==> src/sv/ght_ram.sv <==
// Generic single-port-write, single-port-read RAM with a registered read.
// Stand-alone; used for every memory of the handle table.
`default_nettype none

module ght_ram #(
    parameter int WIDTH = 8,
    parameter int DEPTH = 64
) (
    input  wire logic                     clk,
    input  wire logic                     we,
    input  wire logic [$clog2(DEPTH)-1:0] waddr,
    input  wire logic [WIDTH-1:0]         wdata,
    input  wire logic                     re,
    input  wire logic [$clog2(DEPTH)-1:0] raddr,
    output logic      [WIDTH-1:0]         rdata
);

    logic [WIDTH-1:0] mem_reg [DEPTH];
    logic [WIDTH-1:0] rdata_reg;

    // Write port.
    always_ff @(posedge clk)
    begin
        if (we)
        begin
            mem_reg[waddr] <= wdata;
        end
    end

    // Read port; the data holds while no read is issued.
    always_ff @(posedge clk)
    begin
        if (re)
        begin
            rdata_reg <= mem_reg[raddr];
        end
    end

    assign rdata = rdata_reg;

endmodule

`default_nettype wire

==> config.mk <==
export PLATFORM = sky130hd
export DESIGN_NAME = ght_ram
export DESIGN_NICKNAME = d
export VERILOG_FILES = /design/src/sv/ght_ram.sv
export SDC_FILE = /design/constraint.sdc
export NUM_CORES = 1
export LEC_CHECK = 0
export ABC_AREA = 1
export BUFFER_PORTS_ARGS = -buffer_cell sky130_fd_sc_hd__buf_2
export CAP_MARGIN = 20
export CORE_MARGIN = 4
export CORE_UTILIZATION = 45
export DETAILED_ROUTE_END_ITERATION = 10
export GPL_TIMING_DRIVEN = 0
export HOLD_SLACK_MARGIN = 0.05
export PLACE_DENSITY = 0.62
export SYNTH_ARGS = -nofsm -noshare
export SYNTH_HDL_FRONTEND = slang
export SYNTH_SLANG_ARGS = --single-unit
==> constraint.sdc <==
create_clock -name clk -period 5.7 [get_ports clk]
set_clock_uncertainty 0.15 [all_clocks]
set_input_delay 0.855 -clock clk [delete_from_list [all_inputs] [get_ports clk]]
set_output_delay 0.855 -clock clk [all_outputs]
set_load 0.005 [all_outputs]
# == Word level (Yosys, flattened, before mapping) ==
# Memories as Yosys holds them, arrays and structs flattened. A register that Yosys moved wholly into a read port is not among the register bits.
# Index checks and enable logic that the tools add are counted.
# Widths: inputs -> output; s select.
# totals
regBits,0
mem_bits_rw,512
input_bits,23
output_inout_bits,8
wordCells,3
memories,1
# classes
muxes,2
# memory_table
memory,depth,width,read_ports,rd_clocked_by_memory_dff,wr,line_no,source
mem_reg,64,8,1,1,1,18,logic [WIDTH-1:0] mem_reg [DEPTH];
# ops
op,count
$mux 1,2

# == Longest topological paths before layout ==
# Gate-level depths: netlist (run 1).
# logic_depth
depth_word,2
mapped_depth,12
mapped_depth_nobuf,9

# == Worst setup path after synthesis (run 1) ==
# No wires, ideal clock.
# synth_path
path_type,input -> register
start,input we
end,"memory mem_reg[48][0], enable pin"
setup_time_ns,0.395
arrival_time_ns,2.226
required_time_ns,5.155
slack_ns,2.929
cell_stages,3
n_path_buf,1
path_cell_list,clkbuf_1 > nand4_1 > nor4_1
# synth_via
elab_chain_len,2
# synth_lines
item,line_no,source
from (decl),10,"input wire logic we,"
$mux 1,24,if (we)
$mux 1 (implied by the code),26,mem_reg[waddr] <= wdata;
to (decl),18,
# No other way between the ends.

# == Final worst setup path (run 1) ==
# layout_path
start,input waddr[0]
end,"memory mem_reg[28][7], enable pin"
# layout_rtl
item,line_no,source
from (decl),11,"input wire logic [$clog2(DEPTH)-1:0] waddr,"
# No word-level cell before the write port.

==> results of run 1 <==
## final timing paths
path / startpoint / endpoint / cells past startpoint
worst max register to register: mem_reg[23][6] / rdata[6] / 8
worst max-delay path: waddr[0] / mem_reg[28][7] / 4
worst min register to register: mem_reg[40][3] / rdata[3] / 8
worst min-delay path: re / rdata[5] / 1
## layer usage
layer	vias up	part of all wire [%]	GRT usage (%)
met5	-	0.032	0
met4	4	3.9	8.936
met3	133	8.5	5.044
met2	626	46	39.01
met1	6968	42	34.65
li1	6549	-	-
## critical path: cells and delay by family
family        cells  cell delay [ns]
simple gates      2             1.81
buf+inv           2             0.55
## synth_stat cells
cell,instances,share of area (%)
sky130_fd_sc_hd__nor2_1,56,0.98
sky130_fd_sc_hd__buf_1,10,0.18
sky130_fd_sc_hd__buf_4,14,0.49
sky130_fd_sc_hd__nand4_1,9,0.26
sky130_fd_sc_hd__nand3_1,439,10
sky130_fd_sc_hd__inv_2,1,0.018
sky130_fd_sc_hd__buf_6,35,1.8
sky130_fd_sc_hd__nand2_1,648,11
sky130_fd_sc_hd__nor4_1,8,0.23
sky130_fd_sc_hd__buf_8,2,0.14
sky130_fd_sc_hd__clkbuf_1,15,0.26
sky130_fd_sc_hd__edfxtp_1,520,73
sky130_fd_sc_hd__inv_1,10,0.18
sky130_fd_sc_hd__buf_2,37,0.86
sky130_fd_sc_hd__inv_6,1,0.041
## layout by cell type (no fill, tap or decap), types with 2 or more instances in the layout
cell                         count
sky130_fd_sc_hd__nand2_1       648
sky130_fd_sc_hd__edfxtp_1      520
sky130_fd_sc_hd__nand3_1       439
sky130_fd_sc_hd__buf_2          58
sky130_fd_sc_hd__nor2_1         56
sky130_fd_sc_hd__clkbuf_16      53
sky130_fd_sc_hd__buf_6          36
sky130_fd_sc_hd__buf_4          23
sky130_fd_sc_hd__clkbuf_1       22
sky130_fd_sc_hd__clkinv_1       15
sky130_fd_sc_hd__clkinv_2       11
sky130_fd_sc_hd__inv_1          10
sky130_fd_sc_hd__buf_1          10
sky130_fd_sc_hd__nand4_1         9
sky130_fd_sc_hd__nor4_2          8
sky130_fd_sc_hd__buf_12          6
sky130_fd_sc_hd__bufinv_16       5
sky130_fd_sc_hd__inv_6           3
sky130_fd_sc_hd__buf_8           2
sky130_fd_sc_hd__clkinvlp_4      2
## cell type report
type                       count  area [um2]
sequential                   520       15620
inverter                      12       50.05
multi-input combinational   1160        4996
clock buffer                  60        1353
fill                        4095       22540
timing repair buffer          38       331.6
buffer                       113       808.3
tap                          607       759.5
clock inverter                36       302.8
## report_power, final
part	internal, mW	leakage (nW)	total [mW]	switching [mW]
Sequential	4.24	4.69	4.25	0.00749
Combinational	0.153	3.25	0.576	0.423
Clock	1.92	0.812	3.37	1.45
## cell families (layout without fill, tap and decap cells)
family,after synthesis,after routing
AND/OR/NAND/NOR,1160,1160
buffers and inverters,125,259
flip-flops,520,520
==> results.txt, run 1 <==
The number of CTS-inserted buffers is 53. The synthesized netlist cell count is 1805. The longest clock path from root to sink contains 3 buffers. The post-synthesis instance area is 21420 um2.

The synthesized netlist devotes 0% of its cell area to adder and majority cells. Global routing used 24.80% of the available tracks across all layers. The number of endpoints with negative hold slack in the final report is 0. The min-delay analysis places its worst path in the category input port to flip-flop. The total length of routed wires is 63100 um.

The arrival time of the worst setup path came out at 3.22 ns. The placed standard-cell area came out at 22550 um2. The vias after detailed routing came out at 14.28k.

The synthesized design contains 520 register bits. The setup slack on the worst flop-to-flop path came out at 3.97 ns. The kind of start point of the critical path is an input port.

In the finished design, the share of the clock period the worst path needs comes to 55.28%. The maximum achievable frequency is 317.3 MHz. The clock-pin slew on the worst setup and hold paths is 0.06 ns. Of the synthesized area, sequential elements account for 72.90%. Power spread over the standard cell area amounts to 338.3 nW/um2. The core region is 46750 um2. Traced cell by cell, the critical path runs through clkbuf_1 -> inv_1 -> nand4_1 -> nor2_1. The slowest stage of the critical path belongs to the cell sky130_fd_sc_hd__nor2_1. The wire length per cell after detailed routing came out at 24.78 um. The number of iterations in the first detailed-routing pass is 6. The final instance area is 24220 um2. The number of global-route vias before repair came out at 13.73k. The flip-flop count of the largest register, all copies and words added is 512.

The synthesized-area fraction occupied by and/or/nand/nor cells is 23.09%. The first global-routing pass estimated 92050 um of wire. For the worst setup path, the data required time is 5.77 ns.

The count of buffers from port buffering is 22. The number of max-slew violations in the final report was 0. The count of nets left with antenna violations once routing finished came out at 0. The peak supply drop is 0.3852 mV. The average cell area after synthesis came out at 11.87 um2.

By startpoint and endpoint, the worst setup path is classified as input port to flip-flop. The repair_antennas step left the layout with diodes totalling 0. The number of warnings issued by yosys is 0. The share of the synthesized netlist area taken by xor and xnor gates is 0%. Measured against the total synthesized area, the mux share comes to 0%. The total half-perimeter wirelength after legalization and detailed placement is 43680 um. The number of hold-repair buffers added at the cts stage is 0. The element type at the critical path end is a flip-flop. On the final layout, the worst hold slack is 0.4949 ns.

The least setup slack across all paths after layout came out at 2.549 ns. The site row count came out at 79. The overall die height came out at 226.2 um. The share of layout cells above drive strength 1 is 10.83%. The H-tree level count came out at 2. Setup repair after global routing left no endpoint under its margin.

Overall power consumption after layout is estimated at 8.192 mW. The final design utilization is 51.79%. The count of nets after finishing is 1921.

Counting every net in the synthesized netlist gives 1828. TritonCTS built the clock tree. The violation count after the first detailed-routing iteration is 1567. The relative slew slack is 21.43%. At the pin with the least slew margin, the transition time is 1.174 ns. The largest stage delay on the critical path came out at 1.03 ns. In this run the clock root is driven by a sky130_fd_sc_hd__clkbuf_16. The largest net degree at the start of global routing is 65. The count of buffers added by post-CTS timing repair for setup came out at 0. The synthesis-to-finish area growth came out at 13.06%. Summing the areas of all compound-gate instances in the mapped netlist gives 0% of the synthesized area.

The post-layout instance count excluding filler cells is 2546. The dominant combinational cell family by area after synthesis is simple AND/OR/NAND/NOR gates. The die outline area is 51150 um2. The synthesized netlist contains 15 unique library cells. The count of boundary I/O pins came out at 31. For this design the static power due to leakage is 8.752 nW. The initial core utilization came out at 45.81%.

The final weighted congestion of routability-driven global placement came out at 0.9760. The insertion delay of the later-clocked pin in the worst-skew pair came out at 0.61 ns. The sink count of the clock tree came out at 520. The time the worst path needs with I/O delays and setup is 3.151 ns. The minimum setup slack after placement came out at 2.018 ns.

The max-cap check violation count is 0. The number of failing setup endpoints in the final timing report came out at 0. In this run the horizontal extent of the chip is 226.2 um. For this run, design rule violations remaining after detail routing come to 0. The final-layout setup total negative slack is 0 ns. The post-cts sizing count came out at 0. The peak fanout along the critical path is 9. Dividing the detail-routed via count by the number of cells gives 5.609. The initial antenna violation count is 2. The flow ran to the end, and the final reports show no timing, DRC or antenna violations. The total congestion overflow is 0.

The total instance count after detailed placement is 2449.
Power figures use the tool's default switching activity.
==> run 2, diff against run 1 <==
- PLACE_DENSITY: 0.62 -> 0.64
- clock period: 5.7 -> 2.8 ns (I/O delays scaled with it)
==> run 2 against run 1 <==
  * Utilization grew 0.062 points
  * Highest routed layer unchanged
  * Sequential share of layout area is 0.077 points lower
  * Count of clock-buffer cells in the layout shrank 2
  * Largest power group unchanged
==> results.txt, run 2 (synthesis results as in run 1) <==
The final instance area came out at 24240 um2 (+0.12%). The number of hold-repair buffers added at the cts stage is 0 (unchanged). The worst setup path is launched from an input port. The insertion delay of the later-clocked pin in the worst-skew pair came out at 0.60 ns (about the same). The share of the cycle needed by the critical path after routing is 94.10%. The maximum clock insertion buffer count is 3 (unchanged).

The number of endpoints with negative hold slack in the final report came out at 0 (unchanged). The clock tree from TritonCTS is yes. The wire length per cell after detailed routing is 24.19 um (-2.4%).

The post-cts sizing count is 0 (unchanged). The top cell types in the final layout, fill and taps aside, are sky130_fd_sc_hd__nand2_1 (648), sky130_fd_sc_hd__edfxtp_1 (520), sky130_fd_sc_hd__nand3_1 (439), sky130_fd_sc_hd__buf_2 (59), sky130_fd_sc_hd__nor2_1 (56). Derived from the worst setup path, the maximum achievable clock frequency is 379.5 MHz. The violation count after the first detailed-routing iteration came to 1647 (+5.1%). The synthesis-to-finish area growth is 13.19%. The flip-flop count of the largest register, all copies and words added is 512 (unchanged).

Setup repair after global routing left no endpoint under its margin. The number of global-route vias before repair is 13.65k (-0.60%). The transition time at the pin with the least slew margin is 0.9816 ns (-0.1926 ns). The number of vias per cell after detailed routing is 5.667 (+1.0%). The required time at the endpoint of the critical path was 2.85 ns (-2.92 ns).

The total congestion overflow came out at 0 (unchanged). The overall die height was 226.2 um (unchanged). The critical setup path kind is input port to flip-flop. The count of nets left with antenna violations after detail routing came out at 0 (unchanged).

The clock-pin slew on the worst setup and hold paths came out at 0.06 ns (about the same). The total power divided by cell area came out at 692.1 nW/um2 (+100%). The initial core utilization is 45.81% (unchanged).

The peak supply drop is 0.4816 mV (+25%). The horizontal die dimension came out at 226.2 um (unchanged). The remaining design rule violation count is 0 (unchanged).

The max-cap check violation count is 0 (unchanged). STA classifies the critical path endpoint as a flip-flop. The signal on the critical path passes through clkbuf_1 -> inv_1 -> nand4_1 -> nor2_1.

The largest individual stage delay along the critical path comes from the cell sky130_fd_sc_hd__nor2_1. The count of buffers from port buffering is 22 (unchanged). The die outline area is 51150 um2 (unchanged). The count of boundary I/O pins came to 31 (unchanged). The sink count of the clock tree is 520 (unchanged). The final weighted congestion of routability-driven global placement is 0.9334 (-4.4%). The run finished with clean final reports.

The largest net degree at the start of global routing is 65 (unchanged). The multi-input combinational cell area is 4996 um2 (unchanged). The layout filler cell count came out at 3999 (-2.3%). The total length of routed wires came out at 61450 um (-2.6%).

The number of CTS-inserted buffers came out at 52 (-1.9%). The number of failing setup endpoints in the final timing report is 0 (unchanged). The static leakage came out at 8.766 nW (+0.17%). The share of layout cells above drive strength 1 came to 10.97% (+0.14 points). The area of the core is 46750 um2 (unchanged). The global-route wire length before repair came out at 89760 um (-2.5%).

The library cell used most frequently in the layout, excluding fill and tap cells, is sky130_fd_sc_hd__nand2_1. The time the worst path needs with I/O delays and setup is 2.635 ns. The peak fanout along the critical path came out at 9 (unchanged). The number of iterations in the first detailed-routing pass is 5 (-1).

The largest stage delay on the critical path is 0.99 ns (-0.04 ns). In this run the worst hold path is classified as input port to flip-flop. The overall power of the completed layout came out at 16.78 mW (+100%). The H-tree level count is 2 (unchanged). The count of buffers added by post-CTS timing repair for setup is 0 (unchanged).

The number of max-slew violations in the final report is 0 (unchanged). The sequential cell area is 15620 um2 (unchanged). The arrival time of the worst setup path came out at 2.69 ns (-0.53 ns). The relative slew slack is 34.32% (+13 points). The number of antenna cells inserted is 0 (unchanged). The initial antenna violation count came out at 2 (unchanged). The total half-perimeter wirelength after legalization and detailed placement is 42740 um (-2.1%). The vias after detailed routing is 14.39k (+0.79%). The clock tree root buffer cell is sky130_fd_sc_hd__clkbuf_16. The global-route total usage across every layer was 24.17% (-0.63 points). The count of nets after finishing came out at 1920 (-0.052%). The placed standard-cell area is 22530 um2 (about the same).

The site row count came to 79 (unchanged).
-- run 2: cell types whose count changed in the layout (fill, tap and decap cells not counted) --
cell                        previous run  this run
sky130_fd_sc_hd__buf_6                36        35
sky130_fd_sc_hd__clkbuf_4              0         1
sky130_fd_sc_hd__buf_2                58        59
sky130_fd_sc_hd__clkinv_1             15         9
sky130_fd_sc_hd__buf_12                6         8
sky130_fd_sc_hd__clkinv_4              1         2
sky130_fd_sc_hd__bufinv_16             5         7
sky130_fd_sc_hd__buf_4                23        21
sky130_fd_sc_hd__buf_16                1         0
sky130_fd_sc_hd__inv_6                 3         2
sky130_fd_sc_hd__clkbuf_1             22        20
-- run 2: worst max-delay path, delay by kind of cell --
family	cells	cell delay, ns
buffers and inverters	2	0.52
AND/OR/NAND/NOR	2	1.74
-- run 2: where the power goes --
group / leakage [nW] / total [mW] / internal [mW] / switching, mW
logic: 3.25 / 1.17 / 0.312 / 0.858
registers: 4.69 / 8.65 / 8.63 / 0.0144
clock network: 0.828 / 6.96 / 4.08 / 2.89
-- run 2: per-layer routing --
metal,GRT usage (%),vias up,routed length (um)
met1,33.81,7018,25000
met3,4.472,134,5603
met4,7.757,4,2040
met2,38.80,696,28760
li1,-,6541,-
met5,0,-,35
-- run 2: final timing paths --
path	startpoint	endpoint	slack, ns	depth (start not counted)
worst min register to register	mem_reg[40][0]	rdata[0]	0.82	8
worst max-delay path	waddr[2]	mem_reg[19][6]	0.17	4
worst max register to register	mem_reg[61][6]	rdata[6]	1.00	8
worst min-delay path	wdata[7]	mem_reg[47][7]	0.08	1
-- run 2: final cells by class --
type | instances | share of cell area [%]
inverter | 12 | 0.2064
sequential | 520 | 64.41
clock inverter | 32 | 1.404
buffer | 113 | 3.334
multi-input combinational | 1160 | 20.61
clock buffer | 58 | 5.548
tap | 607 | 3.133
timing repair buffer | 38 | 1.362
-- run 2: metrics by stage --
stage	hold WS [ns]	instances	setup slack [ns]	util [%]	TNS (ns)
floorplan	0.3689	1805	0.4639	-	0
global placement	0.6662	2434	-0.3937	47.67	-15.02
detailed placement	0.6633	2448	-0.2362	48.19	-30.58
CTS	0.07194	2538	0.3919	51.80	0
global route	0.06745	2540	0.1692	51.86	0
finish	0.07830	2540	0.1651	51.86	0
