[src/sv/ght_pkg.sv]
// Shared types and fixed constants of the generational handle table.
// Used by ght_update and generational_handle_table; depends on nothing.
`default_nettype none

package ght_pkg;

    // Slot count and handle layout are fixed: a handle is {generation, slot index}.
    localparam int SLOT_BITS   = 6;
    localparam int NUM_SLOTS   = 1 << SLOT_BITS;
    localparam int HANDLE_BITS = 38;
    localparam int HGEN_BITS   = HANDLE_BITS - SLOT_BITS;
    localparam int OBJ_BITS    = 64;
    localparam int OP_BITS     = 3;
    localparam int STATUS_BITS = 3;
    localparam int STATE_BITS  = 3;
    localparam int TDATA_BITS  = 104;

    typedef enum logic [OP_BITS-1:0] {
        OP_ALLOC     = 3'd0,
        OP_FREE      = 3'd1,
        OP_SET_FILE  = 3'd2,
        OP_SET_DIR   = 3'd3,
        OP_UNSET     = 3'd4,
        OP_BEGIN_USE = 3'd5,
        OP_END_USE   = 3'd6
    } op_t;

    typedef enum logic [STATUS_BITS-1:0] {
        S_OK    = 3'd0,
        S_FULL  = 3'd1,
        S_STALE = 3'd2,
        S_STATE = 3'd3,
        S_COUNT = 3'd4
    } status_t;

    typedef enum logic [STATE_BITS-1:0] {
        SL_FREE      = 3'd0,
        SL_ALLOC     = 3'd1,
        SL_OPEN_FILE = 3'd2,
        SL_OPEN_DIR  = 3'd3,
        SL_BUSY_FILE = 3'd4,
        SL_BUSY_DIR  = 3'd5
    } slot_state_t;

    // Decision of the update logic for one request.
    typedef struct packed {
        status_t status;
        logic    meta_we;
        logic    obj_we;
        logic    obj_clear;
        logic    obj_out_en;
        logic    newh_en;
    } upd_ctl_t;

endpackage

`default_nettype wire

[src/sv/ght_update.sv]
// Per-request slot update: checks generation and slot state, builds the new entry.
// Depends on ght_pkg for operation, status and slot state codes.
`default_nettype none

module ght_update #(
    parameter int GEN_BITS   = 32,
    parameter int COUNT_BITS = 16
) (
    input  wire ght_pkg::op_t                   op,
    input  wire logic                           found,
    input  wire logic [ght_pkg::HGEN_BITS-1:0]  hgen,
    input  wire ght_pkg::slot_state_t           cur_state,
    input  wire logic [GEN_BITS-1:0]            cur_gen,
    input  wire logic [COUNT_BITS-1:0]          cur_count,
    output ght_pkg::upd_ctl_t                   ctl,
    output ght_pkg::slot_state_t                nxt_state,
    output logic      [GEN_BITS-1:0]            nxt_gen,
    output logic      [COUNT_BITS-1:0]          nxt_count
);

    localparam int CMP_BITS = (GEN_BITS > ght_pkg::HGEN_BITS) ? GEN_BITS : ght_pkg::HGEN_BITS;

    logic stale;
    logic is_open;
    logic is_busy;
    logic cnt_full;
    logic [COUNT_BITS-1:0] cnt_dec;

    // A handle from an older generation than the slot's is refused.
    assign stale    = CMP_BITS'(hgen) < CMP_BITS'(cur_gen);
    assign is_open  = (cur_state == ght_pkg::SL_OPEN_FILE) || (cur_state == ght_pkg::SL_OPEN_DIR);
    assign is_busy  = (cur_state == ght_pkg::SL_BUSY_FILE) || (cur_state == ght_pkg::SL_BUSY_DIR);
    assign cnt_full = &cur_count;
    assign cnt_dec  = cur_count - COUNT_BITS'(1);

    // Operation decode and new slot entry.
    always_comb
    begin
        ctl            = '0;
        ctl.status     = ght_pkg::S_OK;
        nxt_state      = cur_state;
        nxt_gen        = cur_gen;
        nxt_count      = cur_count;
        if (op == ght_pkg::OP_ALLOC)
        begin
            if (found)
            begin
                nxt_state   = ght_pkg::SL_ALLOC;
                ctl.meta_we = 1'b1;
                ctl.newh_en = 1'b1;
            end
            else
            begin
                ctl.status = ght_pkg::S_FULL;
            end
        end
        else if (stale && (op != ght_pkg::OP_ALLOC) && (op <= ght_pkg::OP_END_USE))
        begin
            ctl.status = ght_pkg::S_STALE;
        end
        else
        begin
            case (op)
                ght_pkg::OP_FREE:
                begin
                    if (cur_state == ght_pkg::SL_ALLOC)
                    begin
                        nxt_state   = ght_pkg::SL_FREE;
                        nxt_gen     = cur_gen + GEN_BITS'(1);
                        ctl.meta_we = 1'b1;
                    end
                    else
                    begin
                        ctl.status = ght_pkg::S_STATE;
                    end
                end
                ght_pkg::OP_SET_FILE, ght_pkg::OP_SET_DIR:
                begin
                    if (cur_state == ght_pkg::SL_ALLOC)
                    begin
                        nxt_state   = (op == ght_pkg::OP_SET_FILE) ? ght_pkg::SL_OPEN_FILE
                                                                   : ght_pkg::SL_OPEN_DIR;
                        ctl.meta_we = 1'b1;
                        ctl.obj_we  = 1'b1;
                    end
                    else
                    begin
                        ctl.status = ght_pkg::S_STATE;
                    end
                end
                ght_pkg::OP_UNSET:
                begin
                    if (is_open)
                    begin
                        nxt_state     = ght_pkg::SL_ALLOC;
                        ctl.meta_we   = 1'b1;
                        ctl.obj_we    = 1'b1;
                        ctl.obj_clear = 1'b1;
                    end
                    else
                    begin
                        ctl.status = ght_pkg::S_STATE;
                    end
                end
                ght_pkg::OP_BEGIN_USE:
                begin
                    if (is_open)
                    begin
                        nxt_state      = (cur_state == ght_pkg::SL_OPEN_FILE)
                                         ? ght_pkg::SL_BUSY_FILE : ght_pkg::SL_BUSY_DIR;
                        nxt_count      = COUNT_BITS'(1);
                        ctl.meta_we    = 1'b1;
                        ctl.obj_out_en = 1'b1;
                    end
                    else if (is_busy)
                    begin
                        if (cnt_full)
                        begin
                            ctl.status = ght_pkg::S_COUNT;
                        end
                        else
                        begin
                            nxt_count      = cur_count + COUNT_BITS'(1);
                            ctl.meta_we    = 1'b1;
                            ctl.obj_out_en = 1'b1;
                        end
                    end
                    else
                    begin
                        ctl.status = ght_pkg::S_STATE;
                    end
                end
                ght_pkg::OP_END_USE:
                begin
                    if (is_busy)
                    begin
                        nxt_count   = cnt_dec;
                        ctl.meta_we = 1'b1;
                        if (cnt_dec == '0)
                        begin
                            nxt_state = (cur_state == ght_pkg::SL_BUSY_FILE)
                                        ? ght_pkg::SL_OPEN_FILE : ght_pkg::SL_OPEN_DIR;
                        end
                    end
                    else
                    begin
                        ctl.status = ght_pkg::S_STATE;
                    end
                end
                default:
                begin
                    // Undefined operation code: nothing changes.
                    ctl.status = ght_pkg::S_STATE;
                end
            endcase
        end
    end

endmodule

`default_nettype wire

[config.mk]
export PLATFORM = sky130hd
export DESIGN_NAME = ght_update
export DESIGN_NICKNAME = d
export VERILOG_FILES = /design/src/sv/ght_pkg.sv /design/src/sv/ght_update.sv
export SDC_FILE = /design/constraint.sdc
export NUM_CORES = 1
export LEC_CHECK = 0
export ABC_AREA = 1
export BUFFER_PORTS_ARGS = -buffer_cell sky130_fd_sc_hd__buf_2
export CORE_ASPECT_RATIO = 0.75
export CORE_MARGIN = 8
export CORE_UTILIZATION = 33
export DETAILED_ROUTE_END_ITERATION = 12
export PLACE_DENSITY_LB_ADDON = 0.25
export SETUP_SLACK_MARGIN = 0.15
export SLEW_MARGIN = 25
export SYNTH_ARGS = -nofsm -noshare
export SYNTH_HDL_FRONTEND = slang
export SYNTH_SLANG_ARGS = --single-unit
[constraint.sdc]
create_clock -name vclk -period 1.75
set_input_delay 0.175 -clock vclk [all_inputs]
set_output_delay 0.175 -clock vclk [all_outputs]
set_load 0.03 [all_outputs]
======== After elaboration in Yosys (flattened, before gate mapping) ========
Index checks and enable logic that the tools add are counted.
word-level totals
  register bits after elaboration ......... 0
  input bits .............................. 87
cells by class
  $add $sub $neg .......................... 3
  order comparisons ....................... 2
  equality and inequality tests ........... 11
  muxes and demuxes ....................... 49
  reduce and logical (&&, ||, !) cells .... 10
operator list
  kind                                                   count
  two-way mux 32 bit                                     4
  two-way mux 16 bit                                     6
  two-way mux 3 bit                                      15
  adder 32 x 1 -> 32 bit, second input constant          1
  less-than comparator 32 bit                            1
  case mux 16 bit (2 select lines)                       1
  adder 16 x 1 -> 16 bit, second input constant          1
  logical NOT 16 bit                                     1
  AND reduction 16 bit                                   1
  subtractor 16 x 1 -> 16 bit, second input constant     1
  == test 3 bit, second input constant                   5
  case mux 3 bit (5 select lines)                        1
  two-way mux 1 bit                                      13
  == test 3 x 2 -> 1 bit, second input constant          4
  case mux 3 bit (4 select lines)                        1
  two-way mux 2 bit                                      4
  two-way mux 4 bit                                      2
  == test 3 x 1 -> 1 bit, second input constant          2
  case mux 1 bit (5 select lines)                        1
  less-or-equal comparator 3 bit, second input constant  1
  logical NOT 3 bit                                      1
  nonzero test 3 bit                                     1
  OR reduction 3 bit                                     1
  logical AND 1 bit                                      2
  3 further kinds                                        4

======== Depth between registers and ports, before layout ========
Gate-level depths: netlist of run 1.
  depth in word-level cells ............... 7
  mapped depth ............................ 17
  gate-level depth less buffers ........... 17

======== Least setup slack after synthesis of run 1 ========
No wires, ideal clock.
  path kind ............................... input port to output port
  start ................................... input cur_gen[29]
  end ..................................... output ctl[2] in the netlist's numbering
  arrival time ............................ 2.170 ns
  required time ........................... 1.575 ns
  slack ................................... -0.595 ns
  stages on the path ...................... 11
  buffers on the path ..................... 1
  cell sequence ........................... inv_1 > ha_1 > nand2_1 > nor2_1 > nand4_1 > nor3_1 > nor3_2 > nand2_2 > buf_2 > inv_1 > nor3_1
RTL lines
  element      line              RTL
  from (decl)  ght_update.sv:13  input wire logic [GEN_BITS-1:0] cur_gen,
  to (decl)    ght_update.sv:15  output ght_pkg::upd_ctl_t ctl,

======== Worst setup path after layout of run 1 ========
  start ................................... input cur_gen[30]
  end ..................................... output nxt_gen[31]
on the way
  word-level cells in the longest chain between the ends .. 5
RTL lines
  element                                                                line                                RTL
  adder 32 x 1 -> 32 bit or less-than comparator 32 bit (tied branches)  ght_update.sv:69, ght_update.sv:30
  two-way mux 32 bit or logical AND 1 bit (tied branches)                ght_update.sv:66, ght_update.sv:57
  two-way mux 32 bit or logical AND 1 bit (tied branches)                ght_update.sv:63, ght_update.sv:57
  two-way mux 32 bit (*)                                                 ght_update.sv:57                    else if (stale && (op != ght_pkg::OP_ALLOC) && (op <= ght_pkg::OP_END_USE))
  two-way mux 32 bit (*)                                                 ght_update.sv:44                    if (op == ght_pkg::OP_ALLOC)
  to (decl)                                                              ght_update.sv:17                    output logic [GEN_BITS-1:0] nxt_gen,
Mark *: on every way between the ends. The rest lies on a longest branch, timed or not.

==> metrics.txt, run 1 <==
VDD IR-drop max=between 200 and 250 µV; Post-Syn Area per Cell=just over 5 µm²; GRT Util Overall=27.6%; Final min period=~2500 ps; pwr dens=278 nW/µm²; max-cap viol count=0; setup_tns=-38100 ps; Die ar.=13700 µm²; cells after synthesis=between 600 and 700; Die Span X=132 µm; Yosys Warn Count=0; commonest non-fill, non-tap cell in the layout=buf_4; io pins=approximately 150; number of nets in the layout=around 1200; cts hold-fix bufs=0; # clk buffers=0; Synth area leaders=nand2_1 20%, ha_1 13%, nor2_1 10%; final std cells w/o fill=1179; worst path required time=approximately 1600 ps; Worst Slack Setup Final=-794 ps; Hold Vio Cnt, Final=0; Netlist cell types=31; Max Transition Viols Final=0; Seq/Total Area, Yosys=0%; top cell type's share of synthesized area=between 10% and 20%; RSZ-0062 raised after global routing=true; sequential cell count=0; Routed WL=roughly 22000 µm; area grow syn2layout=141%; CP dominant cell by count=buf_6; Pre-antenna DRT Iters=5; min-delay src=cur_gen[6]; final setup fails=58; Die Ht=a little over 100 µm; Row Count=32; syn nets=780; final hold slack=approximately 740 ps; CP Cell Sequence=buf_6 -> inv_2 -> ha_4 -> nand2_2 -> nor2_4 -> nand4_1 -> buf_4 -> nor4_4 -> nand2_4 -> buf_6 -> nand2_8 -> buf_6 -> nand4_1 -> xor2_2 -> buf_6; most frequent cells in the layout=215 x buf_4, 139 x nand2_1, 86 x buf_6; CP max stage cell=ha_4; largest area contributor in the netlist=nand2_1; Antenna Cells=0; Post-DP HPWL=roughly 15000 µm; GR peak layer=met2; Buffers on Ports=~150; FF/Latch Area=0 µm²; initial antenna violation count=0; share of cells above drive strength 1=between 50 and 60%; wire length of the first global-routing pass=approximately 31000 µm; detailed-route via count=between 6000 and 7000; worst-path fanout max=4; Slew @ Worst Pin=roughly 650 ps; drc violations=0; Initial Util=33.2%; leakage=roughly 3.8 nW; period utilization=145%; global route total overflow=0; grt met1 use=between 30% and 40%; met2 Resource Use GR=47.7%; crit path DAT=about 2400 ps; slowest stage delay, CP=300 ps; Avg Vias per Cell=between 5 and 6; post-route ant nets=0; Critical Path End Type=primary output; Hold/Removal Path Class=in2out; hold depth=4; routability congestion estimate=between 0.9 and 1; Setup crit start kind=primary input; Hold EP=nxt_gen[6]; DR WL/cell=~19 µm; vias in the first global route=between 6000 and 7000; grt met3 use=~4.7%; violated checks=negative setup slack; largest net degree at the start of global routing=11; Post-Syn Area=3350 µm²; dpl cells=~1100; kind of critical path=in2out; core area=between 10000 and 15000 µm²; relative slew slack=56.3%; status=finished, violations left; 1st-iter DRT viols=about 570; Max Clock Freq=approximately 400 MHz
==> per-stage QoR <==
stage               util [%]  total power (W)  instance area [µm²]  worst slack, ps
CTS                     75.2          0.00197                 7590             -619
global route            79.8          0.00235                 8050             -872
floorplan                  -         0.000858                 4100             -368
global placement        65.1          0.00157                 6570             -754
finish                  79.8          0.00224                 8050             -794
detailed placement      65.1          0.00159                 6570             -811
==> routing by layer <==
layer / vias to the layer above / wire, µm
li1: 2931 / -
met1: 3017 / 8770
met2: 431 / 10100
met3: 103 / 2110
met4: 0 / 1150
met5: - / 0
==> layout make-up <==
class | instances | area [µm²]
inverters | 99 | 420
multi-input cells | 554 | 4280
well taps | 136 | 170
repair buffers | 390 | 3180
fillers | 660 | 2040
==> Yosys cell counts, types with 2 or more instances <==
| library cell | number |
|---|---|
| buf_6 | 2 |
| nand4_1 | 20 |
| nand2_1 | 176 |
| nand3_1 | 44 |
| ha_1 | 35 |
| nor2_2 | 7 |
| clkbuf_1 | 2 |
| nor3_1 | 26 |
| buf_2 | 3 |
| nor4_1 | 10 |
| xor2_1 | 36 |
| a21oi_1 | 33 |
| clkinv_1 | 2 |
| inv_2 | 5 |
| o211ai_1 | 6 |
| o21ai_0 | 36 |
| nor3_2 | 2 |
| nand2_2 | 3 |
| nor2_1 | 93 |
| o21a_1 | 2 |
| o22ai_1 | 2 |
| inv_1 | 92 |
| o21ai_1 | 13 |
==> repair_timing <==
item                                    4_1_cts  5_1_grt
buffers inserted                             15       13
resized for setup                           226       86
cloned                                        3        0
endpoints found under the setup margin       58       58
endpoints found under the hold margin         0        0
pin swaps                                    38       46
==> where the power goes <==
| part | leakage [nW] | internal (W) | switching (W) | total, W |
|---|---|---|---|---|
| logic | 3.80 | 0.00103 | 0.00121 | 0.00224 |
| registers | 0 | 0 | 0 | 0 |
| clock network | 0 | 0 | 0 | 0 |
==> logic make-up (layout without fill, tap and decap cells) <==
logic type / count (synthesis) / after routing / synth area share [%]
fa+ha+maj: 35 / 35 / 13.1
buf+inv: 106 / 489 / 12.4
xor+xnor: 36 / 36 / 9.42
compound gates: 98 / 98 / 15.8
simple gates: 383 / 385 / 49.2
==> worst max-delay path, delay by kind of cell <==
| family | cells | cell delay (ps) |
|---|---|---|
| AND/OR/NAND/NOR | 7 | 930 |
| buffers and inverters | 6 | 750 |
| adder cells (fa/ha/maj) | 1 | 300 |
| XOR/XNOR | 1 | 210 |
==> worst max path at each step <==
stage / from / end / slack [ps] / cells after the start
after detailed placement: cur_gen[28] / nxt_gen[28] / -810 / 13
after global placement: cur_gen[28] / nxt_gen[28] / -750 / 13
after floorplan: cur_gen[29] / nxt_gen[28] / -370 / 11
after CTS: cur_gen[27] / nxt_gen[21] / -620 / 13
after global routing: hgen[30] / nxt_gen[16] / -870 / 15
final: cur_gen[30] / nxt_gen[31] / -790 / 15
No activity file was read; power rests on OpenSTA's default activity.
==> run 2: changes to the inputs <==
Settings changed: CAP_MARGIN set to 10, CORE_MARGIN 8 to unset, GPL_TIMING_DRIVEN set to 0.
==> metrics.txt, run 2 (same netlist as run 1, synthesis figures left out) <==
1st-iter DRT viols=approximately 470; RSZ-0062 raised after global routing=true; final setup fails=just under 60; Post-DP HPWL=11700 µm; Pwr Total=0.00181 W; most frequent cells in the layout=149 x nand2_1, 81 x buf_2, 70 x buf_6; detailed-route via count=between 5000 and 6000; Logic pwr share=100.0%; Row Count=31; Final min period=around 2500 ps; share of cells above drive strength 1=about 44%; Worst Slack Setup Final=-771 ps; Hold/Removal Path Class=in2out; io pins=146; drc violations=0; worst path required time=roughly 1600 ps; post-route ant nets=0; crit path DAT=~2400 ps; number of nets in the layout=about 970; initial antenna violation count=0; Pre-antenna DRT Iters=5; status=finished, violations left; core area=9770 µm²; period utilization=144%; global route total overflow=0; routability congestion estimate=approximately 0.92; vias in the first global route=~4700; Seq pwr share=0%; cts hold-fix bufs=0; final hold slack=roughly 670 ps; Setup crit start kind=primary input; wire length of the first global-routing pass=around 24000 µm; pwr dens=approximately 280 nW/µm²; violated checks=negative setup slack; area grow syn2layout=92.2%; Routed WL=15500 µm; sequential cell count=0; Max Transition Viols Final=0; switching share of power=roughly three fifths; leakage=between 2 and 3 nW; VDD IR-drop max=149 µV; kind of critical path=in2out; Place WS=-957 ps; relative slew slack=around 57%; internal power=between 0.0007 and 0.0008 W; Hold Vio Cnt, Final=0; Antenna Cells=0; # clk buffers=0; FF/Latch Area=0 µm²; Slew @ Worst Pin=roughly 640 ps; worst-path fanout max=6; Critical Path End Type=primary output; Initial Util=34.3%; GRT Util Overall=approximately 28%; Avg Vias per Cell=~5.4; Die Ht=89.2 µm; DR WL/cell=16.0 µm; max-cap viol count=0; Psw=~0.0011 W; Final Util=around two thirds; commonest non-fill, non-tap cell in the layout=nand2_1; Die ar.=10600 µm²; largest net degree at the start of global routing=11; Max Clock Freq=397 MHz; Die Span X=around 120 µm; layout filler cell count=868; Buffers on Ports=145; Clk pwr share=0%
[run 2: worst paths after layout]
kind	start	to	cells past startpoint	slack, ps
hold / removal	cur_gen[6]	nxt_gen[6]	3	670
setup / recovery	cur_gen[25]	nxt_gen[28]	12	-770
[run 2: power by group through the flow]
stage	combinational (W)	clock [W]	sequential [W]
finish	0.00181	0	0
global route	0.00193	0	0
CTS	0.00165	0	0
detailed placement	0.00126	0	0
global placement	0.00124	0	0
floorplan	0.000858	0	0
[run 2: per-stage QoR]
stage | instance area [µm²] | instances | setup TNS (ps)
floorplan | 4100 | 658 | -14730
global placement | 4990 | 935 | -43240
detailed placement | 4990 | 935 | -43550
CTS | 6090 | 965 | -33840
global route | 6430 | 973 | -47730
finish | 6430 | 973 | -38380
[run 2: what timing repair did]
item	in CTS	in global routing
setup endpoints to repair	58	58
cloned	1	0
gates resized for setup	235	64
setup buffers	29	8
pin swaps	34	28
[run 2: worst max-delay path: stages]
cell and delay (ps):
buf_2 130, clkinvlp_4 120, ha_4 280, nand4_1 190, buf_4 220, nor4_4 180, nand2_4 110, nand2_8 110
buf_8 140, nand4_1 270, xor2_4 250, buf_6 150
[run 2: final cells by class]
| class | count | area (µm²) | area share, % |
|---|---|---|---|
| Inverter | 99 | 434 | 6.75 |
| Tap cell | 132 | 165 | 2.57 |
| Buffer | 7 | 82.6 | 1.28 |
| Multi-Input combinational cell | 552 | 4250 | 66.1 |
| Timing Repair Buffer | 183 | 1500 | 23.3 |
[run 2: routing by layer]
metal / track usage (%) / up-vias / part of all wire [%]
met5: 0 / - / 0
met4: 0.466 / 0 / 0.61
met3: 3.06 / 12 / 7.9
met2: 45.9 / 278 / 45
met1: 40.5 / 2414 / 46
li1: - / 2526 / -
